**config.mk**
```make
export PLATFORM = sky130hd
export DESIGN_NAME = acpc_ctrl
export DESIGN_NICKNAME = d
export VERILOG_FILES = /design/src/acpc_pkg.sv /design/src/acpc_ctrl.sv
export SDC_FILE = /design/constraint.sdc
export NUM_CORES = 1
export LEC_CHECK = 0
export ABC_AREA = 0
export BUFFER_PORTS_ARGS = -buffer_cell sky130_fd_sc_hd__buf_2
export CORE_ASPECT_RATIO = 1.75
export CORE_MARGIN = 5
export CORE_UTILIZATION = 30
export CTS_CLUSTER_SIZE = 16
export DETAILED_ROUTE_END_ITERATION = 10
export PLACE_DENSITY = 0.52
export SYNTH_ARGS = -nofsm -noshare
export SYNTH_HDL_FRONTEND = slang
export SYNTH_SLANG_ARGS = --single-unit
```
**constraint.sdc**
```tcl
create_clock -name clk -period 2.4 [get_ports clk]
set_input_delay 0.48 -clock clk [delete_from_list [all_inputs] [get_ports clk]]
set_output_delay 0.48 -clock clk [all_outputs]
set_load 0.02 [all_outputs]
```
**src/acpc_pkg.sv**
```systemverilog
package acpc_pkg;

    localparam int TABLE_DEPTH = 64;
    localparam int MAX_WIDTH   = 1024;
    localparam int COUNT_BITS  = 20;

    localparam int IDX_W  = $clog2(TABLE_DEPTH);
    localparam int USED_W = $clog2(TABLE_DEPTH + 1);
    localparam int COL_W  = $clog2(MAX_WIDTH);
    localparam int WID_W  = 11;
    localparam int COLOR_W = 24;

    localparam logic [1:0] DIR_LEFT  = 2'd0;
    localparam logic [1:0] DIR_RIGHT = 2'd1;
    localparam logic [1:0] DIR_UP    = 2'd2;
    localparam logic [1:0] DIR_DOWN  = 2'd3;

    localparam logic [1:0] ACT_CLEAR  = 2'd0;
    localparam logic [1:0] ACT_PIXEL  = 2'd1;
    localparam logic [1:0] ACT_READ   = 2'd2;
    localparam logic [1:0] ACT_COMMON = 2'd3;

    localparam logic [WID_W-1:0] WIDTH_RESET = WID_W'(MAX_WIDTH);

    typedef struct packed {
        logic [1:0]         action;
        logic [COLOR_W-1:0] pixel_color;
        logic [5:0]         entry_index;
    } in_beat_t;

    typedef struct packed {
        logic [6:0]            entry_total;
        logic                  table_overflow;
        logic                  entry_valid;
        logic [COLOR_W-1:0]    own_color;
        logic [COLOR_W-1:0]    neighbor_color;
        logic [1:0]            direction;
        logic [COUNT_BITS-1:0] occurrences;
    } out_beat_t;

    typedef struct packed {
        logic [COLOR_W-1:0] own;
        logic [COLOR_W-1:0] nb;
        logic [1:0]         dir;
    } triple_key_t;

    typedef struct packed {
        triple_key_t           key;
        logic [COUNT_BITS-1:0] count;
    } entry_t;

    // controller to datapath
    typedef struct packed {
        logic       start;
        logic       line_access;
        logic [1:0] trip_sel;
        logic       trip_exec;
        logic       inc_write;
        logic       pixel_commit;
        logic       rd_entry;
        logic       scan_rd;
        logic       scan_cmp;
        logic       best_rd;
        logic       out_blank;
        logic       out_entry;
    } acpc_cmd_t;

    // datapath to controller
    typedef struct packed {
        logic trip_hit;
        logic scan_more;
        logic used_nz;
        logic out_free;
    } acpc_stat_t;

endpackage

```
**src/acpc_ctrl.sv**
```systemverilog
module acpc_ctrl (
    input  logic               clk,
    input  logic               rst_n,
    input  logic               in_valid,
    input  logic [1:0]         in_action,
    output logic               in_stall,
    input  acpc_pkg::acpc_stat_t stat,
    output acpc_pkg::acpc_cmd_t  cmd
);
    import acpc_pkg::*;

    typedef enum logic [9:0] {
        S_IDLE      = 10'b0000000001,
        S_LINE      = 10'b0000000010,
        S_TRIP      = 10'b0000000100,
        S_INC       = 10'b0000001000,
        S_COMMIT    = 10'b0000010000,
        S_RD        = 10'b0000100000,
        S_SCAN_RD   = 10'b0001000000,
        S_SCAN_CMP  = 10'b0010000000,
        S_FIN_BLANK = 10'b0100000000,
        S_FIN_ENTRY = 10'b1000000000
    } state_t;

    state_t     state_reg, state_next;
    logic [1:0] trip_reg, trip_next;

    assign in_stall = (state_reg != S_IDLE);

    always_comb
    begin
        state_next = state_reg;
        trip_next  = trip_reg;
        cmd        = '0;
        cmd.trip_sel = trip_reg;
        case (state_reg)
            S_IDLE:
            begin
                if (in_valid)
                begin
                    cmd.start = 1'b1;
                    case (in_action)
                        ACT_CLEAR:  state_next = S_FIN_BLANK;
                        ACT_PIXEL:  state_next = S_LINE;
                        ACT_READ:   state_next = S_RD;
                        ACT_COMMON: state_next = S_SCAN_RD;
                        default:    state_next = S_FIN_BLANK;
                    endcase
                end
            end
            S_LINE:
            begin
                cmd.line_access = 1'b1;
                trip_next  = 2'd0;
                state_next = S_TRIP;
            end
            S_TRIP:
            begin
                cmd.trip_exec = 1'b1;
                if (stat.trip_hit)
                    state_next = S_INC;
                else if (trip_reg == DIR_DOWN)
                    state_next = S_COMMIT;
                else
                    trip_next = trip_reg + 2'd1;
            end
            S_INC:
            begin
                cmd.inc_write = 1'b1;
                if (trip_reg == DIR_DOWN)
                    state_next = S_COMMIT;
                else
                begin
                    trip_next  = trip_reg + 2'd1;
                    state_next = S_TRIP;
                end
            end
            S_COMMIT:
            begin
                cmd.pixel_commit = 1'b1;
                state_next = S_FIN_BLANK;
            end
            S_RD:
            begin
                cmd.rd_entry = 1'b1;
                state_next = S_FIN_ENTRY;
            end
            S_SCAN_RD:
            begin
                if (stat.scan_more)
                begin
                    cmd.scan_rd = 1'b1;
                    state_next  = S_SCAN_CMP;
                end
                else if (stat.used_nz)
                begin
                    cmd.best_rd = 1'b1;
                    state_next  = S_FIN_ENTRY;
                end
                else
                    state_next = S_FIN_BLANK;
            end
            S_SCAN_CMP:
            begin
                cmd.scan_cmp = 1'b1;
                state_next = S_SCAN_RD;
            end
            S_FIN_BLANK:
            begin
                if (stat.out_free)
                begin
                    cmd.out_blank = 1'b1;
                    state_next = S_IDLE;
                end
            end
            S_FIN_ENTRY:
            begin
                if (stat.out_free)
                begin
                    cmd.out_entry = 1'b1;
                    state_next = S_IDLE;
                end
            end
            default:
                state_next = S_IDLE;
        endcase
    end

    always_ff @(posedge clk or negedge rst_n)
    begin
        if (!rst_n)
        begin
            state_reg <= S_IDLE;
            trip_reg  <= 2'd0;
        end
        else
        begin
            state_reg <= state_next;
            trip_reg  <= trip_next;
        end
    end

endmodule

```
# ---- Yosys cells after proc, flatten, opt, wreduce, memory -nomap -nowiden
# Cells that the tools add are included.
dict set report totals {
  inputBits 9
  out_inout_bits 14
  reg_bits 12
}
dict set report op_classes {
  n_addsub 1
  muxes 28
  eq_ne 19
  reduce_logical 5
}
# cell count
set op_table {}
lappend op_table {{10-bit case mux with 9 select lines} 1}
lappend op_table {{10-bit two-way mux} 6}
lappend op_table {{10-bit case mux with 4 select lines} 1}
lappend op_table {{1-bit two-way mux} 16}
lappend op_table {{10-bit by 1-bit == test with 1-bit output (second input constant)} 1}
lappend op_table {{10-bit == test (second input constant)} 1}
lappend op_table {{10-bit by 2-bit == test with 1-bit output (second input constant)} 1}
lappend op_table {{10-bit by 3-bit == test with 1-bit output (second input constant)} 1}
lappend op_table {{10-bit by 4-bit == test with 1-bit output (second input constant)} 1}
lappend op_table {{10-bit by 5-bit == test with 1-bit output (second input constant)} 1}
lappend op_table {{10-bit by 6-bit == test with 1-bit output (second input constant)} 1}
lappend op_table {{10-bit by 7-bit == test with 1-bit output (second input constant)} 1}
lappend op_table {{10-bit by 8-bit == test with 1-bit output (second input constant)} 1}
lappend op_table {{10-bit by 9-bit == test with 1-bit output (second input constant)} 1}
lappend op_table {{10-bit by 1-bit != test with 1-bit output (second input constant)} 1}
lappend op_table {{2-bit == test (second input constant)} 3}
lappend op_table {{2-bit case mux with 3 select lines} 1}
lappend op_table {{5-bit two-way mux} 1}
lappend op_table {{2-bit two-way mux} 2}
lappend op_table {{2-bit != test (second input constant)} 2}
lappend op_table {{3-bit != test (second input constant)} 1}
lappend op_table {{3-bit AND reduction} 1}
lappend op_table {{3-bit nonzero test} 1}
lappend op_table {{2-bit by 1-bit adder with 2-bit output (second input constant)} 1}
lappend op_table {{other kinds (5)} 5}

# ---- Depth between registers and ports, before layout
dict set report logic_depth {
  ltp_word 4
  depth_mapped 5
  mapped_depth_nobuf 4
}

# ---- Least setup slack after synthesis
# OpenSTA, ideal clock, no wires.
dict set report synth_path {
  kind {reg-to-output}
  start {reg state_reg[9]}
  end {out cmd[3] (netlist bit)}
  t_arrival_ns 1.857
  path_stages_with_launch 4
  required_ns 1.920
  setup_slack_ns 0.063
  cell_sequence {dfrtp_1 -> clkbuf_2 -> or4b_2 -> nor4_1}
}
# element line_no
set synth_lines {}
lappend synth_lines {{start: declaration} acpc_ctrl.sv:25} ;# state_t state_reg, state_next;
lappend synth_lines {{start signal: assignment} acpc_ctrl.sv:138} ;# state_reg <= state_next;
lappend synth_lines {{end: declaration} acpc_ctrl.sv:8} ;# output acpc_pkg::acpc_cmd_t cmd

==> results.json <==
{
  "critPathMaxFanout": 4,
  "seq_area_frac_synth": 0.3592,
  "synth_cells": 95,
  "drc": 0,
  "via_per_inst": 5.542,
  "synth_area_um2": 839.6,
  "io_buffers": 22,
  "setup_viol": 0,
  "antenna_left": 0,
  "drt_first_pass_iters": 4,
  "async_flop_share": 1.000,
  "hold_violations": 0,
  "yosys.area_share.simple": 0.3770,
  "synth-seq-cells": 12,
  "synth_xor_area_frac": 0.03130,
  "die_h_um": 79.98,
  "die_w_um": 49.99,
  "io_pins": 23,
  "synth_top_area_share": 0.3279,
  "wl_um": 2430,
  "largest_reg_flops": 10,
  "synth_ff_type": "dfrtp_1",
  "place_congestion": 0.8894,
  "core_area_mm2": 0.002690,
  "nNetsFinal": 137,
  "grt_max_degree": 13,
  "n_fill_cell": 276,
  "numCtsBuffers": 3,
  "start_util": 0.3121,
  "avgRoutedWirePerCell_um": 15.88,
  "crit_path_start_kind": "flip-flop",
  "timing.setup.tns_ps": 0,
  "synth_top_family_by_area": "simple AND/OR/NAND/NOR gates",
  "vias": 848,
  "grt_overflow_total": 0,
  "grt_pass1_vias": 851,
  "cap_violations": 0,
  "final_core_util": 0.4270,
  "slew-limit-headroom": 0.7161,
  "synth_area_per_cell_um2": 8.837,
  "fin_crit_ps": 2360,
  "arrival_ps": 1880,
  "p_per_area_mw_per_mm2": 1285,
  "critPathRequiredTime_ps": 1920,
  "grt.total_usage": 0.1291,
  "synth_compound_area_frac": 0.1267,
  "synth_cell_type_count": 42,
  "fin_worst_skew_ps": 1.787,
  "rsz0062_at_grt": "true",
  "cts_buffer_depth": 2,
  "syn-num-nets": 105,
  "rows": 25,
  "worst_pin_slew_ps": 422.2,
  "synth_edf_count": 0,
  "critPathKind": "flip-flop to output port",
  "grt_pass1_wl_um": 3877,
  "syn2layout_area_growth_pct": 36.81,
  "drive_gt1_frac": 0.4127,
  "hp-class": "input port to asynchronous set/reset pin",
  "clk_latency_ps": 250,
  "cts_root_buffer": "clkbuf_8",
  "path_clk_slew_ps": 60,
  "antenna_found_initial": 0,
  "synth_area_leaders": "dfrtp_1, nor4_1, nor4b_1",
  "cp-end-kind": "output port",
  "hpwlAfterDp_um": 1928,
  "cts_tree": "done",
  "ir_drop_v": 0.0005490,
  "leakage_uw": 0.0005589,
  "yosysTopAreaCell": "dfrtp_1",
  "status": "complete, no violations",
  "antenna_cells": 0,
  "synth_fa_ha_area_frac": 0.01490,
  "clock-sinks": 12,
  "drv_slew": 0,
  "fmax_ghz": 0.4236,
  "fin_crit_sh": 0.9835,
  "drt_first_iter_violations": 16,
  "fp.dieArea_mm2": 0.003998,
  "synthMuxAreaShare": 0.02534,
  "synth_warnings": 0,
  "h-tree-depth": 1
}
==> Yosys cell counts (2+ instances only) <==
library cell	count
nor2b_1	4
nor4b_1	4
nand4_1	2
nor2_1	7
xor2_1	2
nor3b_1	2
inv_1	8
clkbuf_1	4
o21ai_0	2
nand2_1	2
dfrtp_1	11
and3_1	2
nand2b_1	2
nor4_1	6
or3_1	2
nand3_1	4
and2_1	3
a21oi_1	2
nor3_1	3
==> critical path, cell delays in order (launching register included) <==
cell,delay (ps)
dfrtp_1,390
or4_4,520
or3_4,380
nor2_4,90
and2_4,140
buf_6,110
==> final timing paths <==
kind | startpoint | to | slack, ps | depth (start not counted)
setup / recovery | state_reg[2] | cmd[2] | 40 | 5
max in group asynchronous | rst_n | state_reg[0] | 2020 | 1
hold reg to reg | trip_reg[0] | trip_reg[0] | 510 | 1
min in group clk | in_valid | state_reg[0] | 410 | 2
hold / removal | rst_n | trip_reg[1] | 100 | 1
setup reg to reg | state_reg[2] | state_reg[8] | 500 | 5
==> metrics by stage <==
step | total power [µW] | worst slack (ps) | std cells | area [µm²] | hold slack, ps
2_1_floorplan | 891.7 | 62.73 | 95 | 839.6 | 184.4
3_3_place_gp | 1139 | 188.5 | 146 | 1018 | 382.3
3_5_place_dp | 1146 | 167.4 | 146 | 1018 | 386.2
4_1_cts | 1465 | -0.2369 | 153 | 1129 | 115.3
5_1_grt | 1585 | -13.61 | 153 | 1149 | 125.6
6_report | 1476 | 39.52 | 153 | 1149 | 104.2
==> layer usage <==
layer / routed length [µm] / global-route usage
met4: 53 / 0.07087
met2: 1407 / 0.2506
met5: 0 / 0
met1: 897 / 0.1191
met3: 71 / 0.02243
==> kinds of logic after synthesis <==
logic type / Yosys count
flip-flops: 12
AO/OA/AOI/OAI: 13
AND/OR/NAND/NOR: 50
XOR/XNOR: 3
buffers and inverters: 14
adder cells (fa/ha/maj): 1
multiplexers: 2
==> timing repair <==
item / CTS / global route
endpoints found under the setup margin: 2 / 7
endpoints found under the hold margin: 0 / 0
hold buffers: 0 / 0
gates resized for setup: 8 / 6
pin swaps: 4 / 1
buffers inserted: 3 / 0
==> layout by cell type (no fill, tap or decap), drive strengths merged, types with 2 or more instances in the layout <==
cell type   n
a21oi       2
and2        3
and3        2
buf        33
clkbuf      4
dfrtp      11
inv         8
nand2       2
nand2b      2
nand3       4
nand4       2
nor2        7
nor2b       4
nor3        4
nor3b       2
nor4        6
nor4b       4
o21ai       2
o32ai       2
or3         3
xor2        2
==> layout make-up <==
class	instances	area, µm²	area share
clock buffer	4	55.05	0.04793
inverter	8	30.03	0.02614
multi-input combinational	69	523.0	0.4553
sequential	12	305.3	0.2658
tap	27	33.78	0.02941
timing repair buffer	33	201.4	0.1754
==> power breakdown <==
group	switching, µW	internal [µW]
Sequential	88.8	271
Clock	87.3	146
Combinational	495	388
(Power assumes the default switching activity.)
